## src/hw/rtl/rbc_pkg.sv

```systemverilog
// Shared types and constants for the rotor byte cipher.
package rbc_pkg;
  localparam int unsigned RotorSize = 256;
  localparam int unsigned IdxW      = 8;
  localparam int unsigned KeyBytes  = 13;
  localparam logic [31:0] SeedInit  = 32'd123;
  localparam logic [16:0] SeedMod   = 17'd65521;
  localparam logic [4:0]  SeedFold  = 5'd15;   // 2^16 mod SeedMod
  localparam logic [0:0]  OP_CIPHER = 1'b0;
  localparam logic [0:0]  OP_REKEY  = 1'b1;
  localparam logic [0:0]  CFG_KEY_LOW  = 1'b0;
  localparam logic [0:0]  CFG_KEY_HIGH = 1'b1;

  typedef enum logic [4:0] {
    ST_IDLE,
    ST_CLR,      // zero reflector, identity rotor, one entry a cycle
    ST_SEED,     // 13 seed steps
    ST_SMUL,     // seed = 5*seed + key
    ST_MOD,      // reduce modulo 65521 by folding the upper half
    ST_JMOD,     // j = (r & 255) mod (k+1)
    ST_SWAP_RD,
    ST_SWAP_WR,
    ST_RCHK,
    ST_PMOD,     // j = ((r>>8)&255) mod k
    ST_PRD,
    ST_PCHK,
    ST_NEXT,
    ST_INV_RD,
    ST_INV_WR,
    ST_C_ROT,
    ST_C_REF,
    ST_C_INV,
    ST_C_OUT,
    ST_RESP
  } rbc_state_t;

  typedef struct packed {
    rbc_state_t st;
    logic       start_rekey;
    logic       start_cipher;
  } rbc_cmd_t;

  typedef struct packed {
    logic mod_done;
    logic div_done;
    logic idx_last;
    logic seed_last;
    logic k_zero;
    logic refl_nz;
    logic probe_last;
  } rbc_stat_t;
endpackage

```

## src/hw/rtl/rbc_ctrl.sv

```systemverilog
// Sequencer for key expansion and byte ciphering.
module rbc_ctrl (
  input  logic                clk,
  input  logic                rst_n,
  input  logic                in_fire,
  input  logic                in_op,
  input  logic                out_fire,
  input  rbc_pkg::rbc_stat_t  stat,
  output rbc_pkg::rbc_cmd_t   cmd,
  output logic                busy
);
  rbc_pkg::rbc_state_t state_r, state_nxt;

  always_ff @(posedge clk) begin
    if (!rst_n) begin
      state_r <= rbc_pkg::ST_IDLE;
    end else begin
      state_r <= state_nxt;
    end
  end

  always_comb begin
    state_nxt        = state_r;
    cmd.st           = state_r;
    cmd.start_rekey  = 1'b0;
    cmd.start_cipher = 1'b0;
    busy             = (state_r != rbc_pkg::ST_IDLE);
    unique case (state_r)
      rbc_pkg::ST_IDLE: begin
        if (in_fire) begin
          if (in_op == rbc_pkg::OP_REKEY) begin
            cmd.start_rekey = 1'b1;
            state_nxt = rbc_pkg::ST_CLR;
          end else begin
            cmd.start_cipher = 1'b1;
            state_nxt = rbc_pkg::ST_C_ROT;
          end
        end
      end
      rbc_pkg::ST_CLR:     if (stat.idx_last) state_nxt = rbc_pkg::ST_SEED;
      rbc_pkg::ST_SEED:    if (stat.seed_last) state_nxt = rbc_pkg::ST_SMUL;
      rbc_pkg::ST_SMUL:    state_nxt = rbc_pkg::ST_MOD;
      rbc_pkg::ST_MOD:     if (stat.mod_done) state_nxt = rbc_pkg::ST_JMOD;
      rbc_pkg::ST_JMOD:    if (stat.div_done) state_nxt = rbc_pkg::ST_SWAP_RD;
      rbc_pkg::ST_SWAP_RD: state_nxt = rbc_pkg::ST_SWAP_WR;
      rbc_pkg::ST_SWAP_WR: state_nxt = rbc_pkg::ST_RCHK;
      rbc_pkg::ST_RCHK: begin
        if (stat.refl_nz || stat.k_zero) state_nxt = rbc_pkg::ST_NEXT;
        else state_nxt = rbc_pkg::ST_PMOD;
      end
      rbc_pkg::ST_PMOD:    if (stat.div_done) state_nxt = rbc_pkg::ST_PRD;
      rbc_pkg::ST_PRD:     state_nxt = rbc_pkg::ST_PCHK;
      rbc_pkg::ST_PCHK: begin
        if (!stat.refl_nz || stat.probe_last) state_nxt = rbc_pkg::ST_NEXT;
        else state_nxt = rbc_pkg::ST_PRD;
      end
      rbc_pkg::ST_NEXT: begin
        if (stat.k_zero) state_nxt = rbc_pkg::ST_INV_RD;
        else state_nxt = rbc_pkg::ST_SMUL;
      end
      rbc_pkg::ST_INV_RD:  state_nxt = rbc_pkg::ST_INV_WR;
      rbc_pkg::ST_INV_WR: begin
        if (stat.idx_last) state_nxt = rbc_pkg::ST_RESP;
        else state_nxt = rbc_pkg::ST_INV_RD;
      end
      rbc_pkg::ST_C_ROT:   state_nxt = rbc_pkg::ST_C_REF;
      rbc_pkg::ST_C_REF:   state_nxt = rbc_pkg::ST_C_INV;
      rbc_pkg::ST_C_INV:   state_nxt = rbc_pkg::ST_C_OUT;
      rbc_pkg::ST_C_OUT:   state_nxt = rbc_pkg::ST_RESP;
      rbc_pkg::ST_RESP:    if (out_fire) state_nxt = rbc_pkg::ST_IDLE;
      default:             state_nxt = rbc_pkg::ST_IDLE;
    endcase
  end
endmodule

```

## config.mk

```make
export PLATFORM = sky130hd
export DESIGN_NAME = rbc_ctrl
export DESIGN_NICKNAME = d
export VERILOG_FILES = /design/src/hw/rtl/rbc_pkg.sv /design/src/hw/rtl/rbc_ctrl.sv
export SDC_FILE = /design/constraint.sdc
export NUM_CORES = 1
export LEC_CHECK = 0
export BUFFER_PORTS_ARGS = -buffer_cell sky130_fd_sc_hd__buf_2
export CAP_MARGIN = 0
export CORE_MARGIN = 1.5
export CORE_UTILIZATION = 42
export DETAILED_ROUTE_END_ITERATION = 12
export GPL_TIMING_DRIVEN = 1
export PLACE_DENSITY_LB_ADDON = 0.25
export SLEW_MARGIN = 5
export SYNTH_ARGS = -nofsm -noshare
export SYNTH_HDL_FRONTEND = slang
export SYNTH_SLANG_ARGS = --single-unit
```

## constraint.sdc

```tcl
create_clock -name clk -period 1.69 [get_ports clk]
set_clock_uncertainty 0.2 [all_clocks]
set_input_delay 0.507 -clock clk [delete_from_list [all_inputs] [get_ports clk]]
set_output_delay 0.507 -clock clk [all_outputs]
set_load 0.03 [all_outputs]
```

==> results of run 1 <==
[per-stage QoR]
step                hold slack [ps]  setup TNS (ps)  utilization [%]
global placement                456            -642             64.0
CTS                             304           -1090             81.1
global route                    313           -1690             87.8
floorplan                       424            -307                -
detailed placement              468            -885             64.0
finish                          324           -1460             87.8
[worst min-delay path by stage]
stage / start / to / slack [ps] / cells past startpoint
CTS: rst_n / state_r[1] / 300 / 2
finish: rst_n / state_r[1] / 320 / 2
global route: rst_n / state_r[1] / 310 / 2
global placement: state_r[4] / state_r[3] / 460 / 2
floorplan: rst_n / state_r[4] / 420 / 1
detailed placement: state_r[4] / state_r[3] / 470 / 2
[layer usage]
layer | global-route usage [%] | vias up | wire [µm]
met5 | 0 | - | 0
met4 | 20.7 | 0 | 106
met3 | 5.11 | 13 | 233
met2 | 54.9 | 65 | 1340
met1 | 35.9 | 395 | 1020
li1 | - | 375 | -
[where the power goes]
part	switching (W)	leakage (nW)	internal [W]
sequential	0.0000938	0.0445	0.000186
clock	0.0000558	0.0150	0.0000896
combinational	0.000927	0.434	0.000976
total	0.00108	0.493	0.00125
[worst register-to-register path: stages, from the launching register on]
cell                      delay, ps
sky130_fd_sc_hd__dfxtp_4        340
sky130_fd_sc_hd__buf_4          130
sky130_fd_sc_hd__buf_6          130
sky130_fd_sc_hd__xor2_1         140
sky130_fd_sc_hd__a22o_1         210
sky130_fd_sc_hd__a21o_4         210
sky130_fd_sc_hd__buf_6          120
sky130_fd_sc_hd__o41ai_4        320
[logic make-up (layout without fill, tap and decap cells)]
| family | after synthesis | count (layout) |
|---|---|---|
| muxes | 1 | 1 |
| and+or+nand+nor | 32 | 32 |
| AOI/OAI and AO/OA | 27 | 27 |
| DFF | 5 | 5 |
| buffers and inverters | 9 | 54 |
| xor gates and xnor gates | 2 | 2 |
[what timing repair did]
item	CTS	global route
setup endpoints to repair	6	9
buffers inserted	9	6
gates resized for setup	27	11
pin swaps	14	5
[cell type report]
type	instances	area (µm²)	area share, %
clock buffer	4	26.3	2.33
multi-input combinational	62	564	50.0
tap	15	18.8	1.66
sequential	5	119	10.5
inverter	2	7.51	0.665
timing repair buffer	48	393	34.8
[layout by cell type (no fill, tap or decap), types with 2 or more instances in the layout]
cell type	Yosys	layout
sky130_fd_sc_hd__clkbuf_4	0	3
sky130_fd_sc_hd__nand2_1	5	5
sky130_fd_sc_hd__buf_2	2	13
sky130_fd_sc_hd__buf_6	0	12
sky130_fd_sc_hd__a211oi_2	0	3
sky130_fd_sc_hd__nor2_1	6	3
sky130_fd_sc_hd__nor2b_1	4	4
sky130_fd_sc_hd__nor4b_4	0	2
sky130_fd_sc_hd__o21a_1	3	3
sky130_fd_sc_hd__o22a_1	2	2
sky130_fd_sc_hd__a31oi_1	3	3
sky130_fd_sc_hd__a22o_1	2	2
sky130_fd_sc_hd__nor2_4	0	3
sky130_fd_sc_hd__nor3_2	0	2
sky130_fd_sc_hd__dfxtp_4	0	5
sky130_fd_sc_hd__o22ai_1	2	2
sky130_fd_sc_hd__nor3_4	0	2
sky130_fd_sc_hd__or3_1	2	2
sky130_fd_sc_hd__buf_4	4	21
sky130_fd_sc_hd__inv_1	2	2
==> metrics list, run 1 <==
* Run status: finished, violations left
* Violated checks: setup timing
- Final instance area: 1130 µm²
- Buffers placed on the I/O ports in this run total 19.
- Prior to clock tree synthesis, the placed netlist has a worst setup slack of -247 ps.
* Average wire per cell in the routed design: 19.8 µm
* Maximum buffer depth of the clock tree: 2
- Leaving out filler cells and counting taps, the final layout contains 136.
- DRC Markers: 0
- Across every metal layer, demand over resource in global routing totals 32.1%.
* Share of the clock period used by the worst path after layout: 114%
- In this run the tightest slew margin relative to its limit is 76.2%.
- For this run, the slowest stage of the critical path takes 340 ps.
- The critical path is of the flop to flop type.
- Data arrival, critical path: 1850 ps
- FMAX: 519 MHz
* Final worst setup slack: -237 ps
- XOR/XNOR share of the synthesized area: 3.10%
* Pin count of the biggest net entering global routing: 12
- Clock tree from TritonCTS: yes
* Area post-placement: 822 µm²
- Half-perimeter wire length after placement: 1300 µm
* P_leak: 0.493 nW
* Full die area: 1580 µm²
* RSZ-0062 raised after global routing: true
- Counting every net in the synthesized netlist gives 88.
- Summed over all instances, the cell type with the most area after synthesis is sky130_fd_sc_hd__dfxtp_1.
* Antenna violations before repair: 0
* Hold Crit Class: input port to flop
* Count of antenna-violating nets left after detailed routing: 0
- Type of element capturing the critical path: flop
* Most numerous cell in the Yosys netlist: sky130_fd_sc_hd__nor2_1
* Clock tree root driver cell: sky130_fd_sc_hd__clkbuf_4
- The synthesized netlist devotes 35.8% of its cell area to compound gates.
- Relative to the synthesized area, the layout overhead comes to 99.6%.
- Flip-flop count of the largest register after layout: 5
- In the synthesized netlist the dominant register cell turns out to be sky130_fd_sc_hd__dfxtp_1.
* Time the worst path needs with I/O delays and setup: 1930 ps
- Largest fanout of any net on the critical path: 6
* Library cell contributing the largest single delay on the critical path: sky130_fd_sc_hd__dfxtp_4
* Post-layout total power: 0.00233 W
* Crit path to: state_r[3]
- Worst setup startpoint: state_r[3]
- Critical R2R Capture: state_r[3]
- Number of instances in the synthesized netlist: 76
* Final setup violation count: 8
- Total of warnings raised by yosys: 0
* FP Rows: 13
- After Yosys synthesis, and, or, nand and nor cells account for 32.3% of the synthesized area.
- For the worst-skew pair, the clock arrives at the later sink with an insertion delay of 260 ps.
* Placed insts: 118
- Broken down by cell family, the worst path's largest delay share belongs to compound AO/OA/AOI/OAI gates.
- Detailed Route WL: 2700 µm
* Asr flop ratio synth: 0%
- In this run the critical register-to-register path is launched from state_r[3].
* Total clock buffers created by CTS: 3
- At the end of routability-driven placement, the weighted congestion stood at 0.861.
* Number of sinks on the clock net: 5
* Average instance area after synthesis: 7.44 µm²
- Max-slew violation count: 0
- Summing the sequential cell areas from Yosys gives 17.7% of the chip area.
- In this run, post-CTS hold repair placed 0 buffers.
- Wire length of the first global-routing pass: 3190 µm
- Across the VDD grid, the largest voltage drop is 1.66 mV.
- Most repeated library cell on the critical path: sky130_fd_sc_hd__buf_6
- At the pin with the least slew margin, the transition time is 353 ps.
* DR pass1 iterations: 4
- In this run the horizontal extent of the chip is 39.7 µm.
- After detailed routing, the number of vias per cell comes to 6.24.
- Pwr/cell area: 2060 nW/µm²
- After synthesis the netlist holds a flip-flop and latch count of 5.
- FF-to-FF setup slack: -240 ps
* Final Hold Vio Count: 0
* Via count of the first global-routing pass: 704
* Largest registers: state_r (5)
* Top-level port count: 20
* Synth Area in Adders: 0%
* Depth of the worst register-to-register path: 7
- 0 antenna diodes ended up in the layout.
- Post-synth top cells: 6 x sky130_fd_sc_hd__nor2_1, 5 x sky130_fd_sc_hd__dfxtp_1, 5 x sky130_fd_sc_hd__nand2_1, 5 x sky130_fd_sc_hd__nor3_1
* Fraction of synthesized cell area taken by the top area cell type: 17.7%
* Remaining global-route overflow: 0
- Number of filler cells placed in the layout: 67
- Portion of netlist area occupied by mux cells: 1.99%
- STA classifies the critical path startpoint as a flop.
- Yosys attributes the largest share of cell area to sky130_fd_sc_hd__dfxtp_1 18%, sky130_fd_sc_hd__buf_4 5.3%, sky130_fd_sc_hd__nor2b_1 4.4%, sky130_fd_sc_hd__nor3_1 4.4%, sky130_fd_sc_hd__a211oi_1 4.0%.
- Of the cells placed in the final design, the portion with a size suffix greater than 1 is 64.5%.
* Nets: 134
- Height of the chip: 39.7 µm
* Syn Std Cell Area: 566 µm²
- In this run, the number of DRC markers left after iteration 0 of detailed routing was 46.
* Number of flops mapped to enable cells by yosys: 0
* Depth of the critical timing path with buffers and inverters included: 7
* Buf/Inv on CP: 3
* Most flop-heavy register: state_r
* CP Cell Sequence: buf_4, buf_6, xor2_1, a22o_1, a21o_4, buf_6, o41ai_4
* Initial cell density of the core: 44.0%
* Required time reported for the critical path endpoint: 1620 ps
- Across the run, the number of max-cap violations was 0.
* H-tree lvl count: 1
- By area, the combinational part of the netlist is dominated by compound AO/OA/AOI/OAI gates.
- CTS clock-pin slew for the worst setup and hold paths: 50 ps
* Library cells used by synthesis: 37
- Summing over every cut layer, the via total after detailed routing is 848.
- The floorplan step defined a core boundary enclosing 1280 µm².
Note: power is estimated with default switching activity, not from simulation.
==> run 2, diff against run 1 <==
--- a/config.mk
+++ b/config.mk
@@ -7,9 +7,9 @@
 export LEC_CHECK = 0
 export BUFFER_PORTS_ARGS = -buffer_cell sky130_fd_sc_hd__buf_2
 export CAP_MARGIN = 0
-export CORE_MARGIN = 1.5
-export CORE_UTILIZATION = 42
+export CORE_AREA = 2 2 39 41
 export DETAILED_ROUTE_END_ITERATION = 12
+export DIE_AREA = 0 0 41 43
 export GPL_TIMING_DRIVEN = 1
 export PLACE_DENSITY_LB_ADDON = 0.25
 export SLEW_MARGIN = 5
==> constraint.sdc (replaced) <==
create_clock -name clk -period 2.4 [get_ports clk]
set_clock_uncertainty 0.2 [all_clocks]
set_input_delay 0.72 -clock clk [delete_from_list [all_inputs] [get_ports clk]]
set_output_delay 0.72 -clock clk [all_outputs]
set_load 0.03 [all_outputs]
==> metrics list, run 2 (synthesis gave the netlist of run 1 again) <==
- The flip-flop count of the largest register, all copies and words added came to 5 (unchanged).
- The post-detailed-route via-to-cell ratio is 5.88 (-5.8%).
- Pwr/cell area: 1380 nW/µm² (-33%)
- The maximum clock insertion buffer count came to 2 (unchanged).
- The highest net fanout along the worst path is 5 (-1).
* Average wire per cell in the routed design: 13.6 µm (-31%)
- Clock tree root driver cell: sky130_fd_sc_hd__clkbuf_4
- The count of routing violations after the opening detailed-route iteration was 18 (-61%).
- The clock period could shrink to 2220 ps.
* Remaining global-route overflow: 0 (unchanged)
* P_leak: 0.319 nW (-35%)
- The count of cells along the worst hold path was 2 (unchanged).
- The standard cell area after detailed placement came to 674 µm² (-18%).
- Maximum Capacitance Violations: 0 (unchanged)
- Layout cell share with drive strength beyond 1: 34.0% (-30 points)
- The clock latency of the later-clocked register in the worst-skew pair is 240 ps (-20 ps).
* Antenna violations before repair: 0 (unchanged)
- Top library cells by usage in the layout, fill and taps aside: 19 x sky130_fd_sc_hd__buf_2, 6 x sky130_fd_sc_hd__nor2_1, 5 x sky130_fd_sc_hd__nand2_1, 5 x sky130_fd_sc_hd__buf_4, 5 x sky130_fd_sc_hd__dfxtp_1
- Largest vdd supply drop: 0.558 mV (-66%)
- The worst slew margin relative to its limit was 73.7% (-2.5 points).
* Pin count of the biggest net entering global routing: 20 (+8)
- The register with the most flip-flops in the final layout is state_r.
- The overall track demand over capacity in global routing was 19.5% (-13 points).
- RePlAce Congestion: 0.866 (+0.59%)
* Post-layout instance count excluding filler cells: 113 (-17%)
* Total clock buffers created by CTS: 3 (unchanged)
- Largest registers: state_r (5)
* Share of the clock period used by the worst path after layout: 92.7%
- Hold worst-path end: state_r[3]
* Critical R2R Capture: state_r[1]
- The initial cell density of the core was 40.9% (-3.1 points).
* Chip Width: 41 µm (+3.3%)
- In this run the most critical hold path is launched from state_r[4].
- Required time reported for the critical path endpoint: 1480 ps (-140 ps)
- The clock transition time at the flip-flop clock pins of the worst setup and hold paths came to 40 ps (about the same).
* DR pass1 iterations: 4 (unchanged)
- The number of nets at the end of the flow was 110 (-18%).
- The number of port buffers is 19 (unchanged).
- The critical path is of the flop to primary output type.
- The net load switching power was 0.000491 W (-54%).
* Core outline area: 1380 µm² (+7.7%)
* Final worst setup slack: 175 ps (+412 ps)
- Power share of the sequential group: 13.3% (+1.3 points)
- The worst slack at placement was 276 ps (+524 ps).
* Vias: 664 (-22%)
* Crit path launch type: flop
- The residual antenna-violating net count after detailed routing came to 0 (unchanged).
- The area enclosed by the die boundary is 1760 µm² (+12%).
* Max-slew violation count: 0 (unchanged)
* Proportion of total power due to net switching: 50.4% (+4.1 points)
- The final design instance area without fill came to 706 µm² (-37%).
- The internal power of the cells is 0.000484 W (-61%).
- TritonCTS built the clock tree.
* Depth of the worst register-to-register path: 6 (-1)
* Number of sinks on the clock net: 5 (unchanged)
* Run status: finished clean
- Placed insts: 109 (-7.6%)
* Final Hold Vio Count: 0 (unchanged)
- Data arrival, critical path: 1300 ps (-550 ps)
- The number of top-level pins is 20 (unchanged).
* Via count of the first global-routing pass: 591 (-16%)
- In this run the worst hold path is classified as flop to flop.
* Logic gate share of total power: 76.6% (-5.1 points)
* Transition at the pin with the smallest max-transition slack: 390 ps (+37.0 ps)
- The number of buffers added for setup after CTS is 0 (-9).
- Most frequent standard cell in the layout excluding fill and tap cells: sky130_fd_sc_hd__buf_2
- Antenna diode count: 0 (unchanged)
* Detailed Route WL: 1540 µm (-43%)
* FF-to-FF setup slack: 520 ps (+760 ps)
* H-tree lvl count: 1 (unchanged)
- The half-perimeter wire length after placement is 1110 µm (-14%).
- From synthesis to final layout, the design area changed by 24.8%.
- Type of element capturing the critical path: primary output
- FMAX: 449 MHz
* RSZ-0062 raised after global routing: false
- Hold slack final: 502 ps (+178 ps)
* Final setup violation count: 0 (-8)
- Final sum of negative setup slack: 0 ps (+1460 ps)
- Wire length of the first global-routing pass: 2420 µm (-24%)
- Height of the chip: 43 µm (+8.3%)
- The part of the total power dissipated in the clock network is 10.1% (+3.9 points).
- The residual DRC count was 0 (unchanged).
- In this run the critical register-to-register path is launched from state_r[2].
* FP Rows: 14 (+1)
-- run 2: per-layer routing --
layer / track usage [%] / vias up / part of all wire (%)
met2: 30.6 / 27 / 50
met3: 3.14 / 2 / 6.5
li1: - / 325 / -
met1: 25.5 / 310 / 43
met4: 7.33 / 0 / 0.19
met5: 0 / - / 0
-- run 2: per-stage QoR --
step | utilization, % | total power [W]
floorplan | - | 0.000713
global placement | 48.7 | 0.000861
detailed placement | 48.7 | 0.000864
CTS | 50.6 | 0.000968
global route | 51.0 | 0.00105
finish | 51.0 | 0.000976
-- run 2: timing repair --
action | in CTS | in global routing
setup endpoints to repair | 0 | 2
hold buffers | 0 | 0
resized for setup | 0 | 1
-- run 2: cell type report --
cell class,count,area [µm²]
Inverter,2,7.51
Fill cell,136,678
Sequential cell,5,100
Tap cell,16,20.0
Clock buffer,4,26.3
Multi-Input combinational cell,62,419
Timing Repair Buffer,24,133
-- run 2: critical path, cell delays in order, from the launching register on --
cell                      delay, ps
sky130_fd_sc_hd__dfxtp_1        300
sky130_fd_sc_hd__nor2_1         310
sky130_fd_sc_hd__nand3_1        150
sky130_fd_sc_hd__nor2_1         100
sky130_fd_sc_hd__buf_2          200
-- run 2: how the worst max path moves through the flow --
stage	endpoint	cells past startpoint	from	slack (ps)
2_1_floorplan	cmd[0]	4	state_r[2]	-20
3_3_place_gp	state_r[2]	6	stat[4]	300
3_5_place_dp	state_r[2]	6	stat[4]	280
4_1_cts	cmd[0]	4	state_r[2]	90
5_1_grt	cmd[0]	4	state_r[0]	40
6_report	cmd[0]	4	state_r[0]	180
-- run 2: power by group through the flow --
stage / registers [W] / logic (W) / clock network [W]
2_1_floorplan: 0.000193 / 0.000521 / 0
3_3_place_gp: 0.000129 / 0.000732 / 0
3_5_place_dp: 0.000130 / 0.000735 / 0
4_1_cts: 0.000128 / 0.000738 / 0.000103
5_1_grt: 0.000134 / 0.000809 / 0.000106
6_report: 0.000130 / 0.000747 / 0.0000986
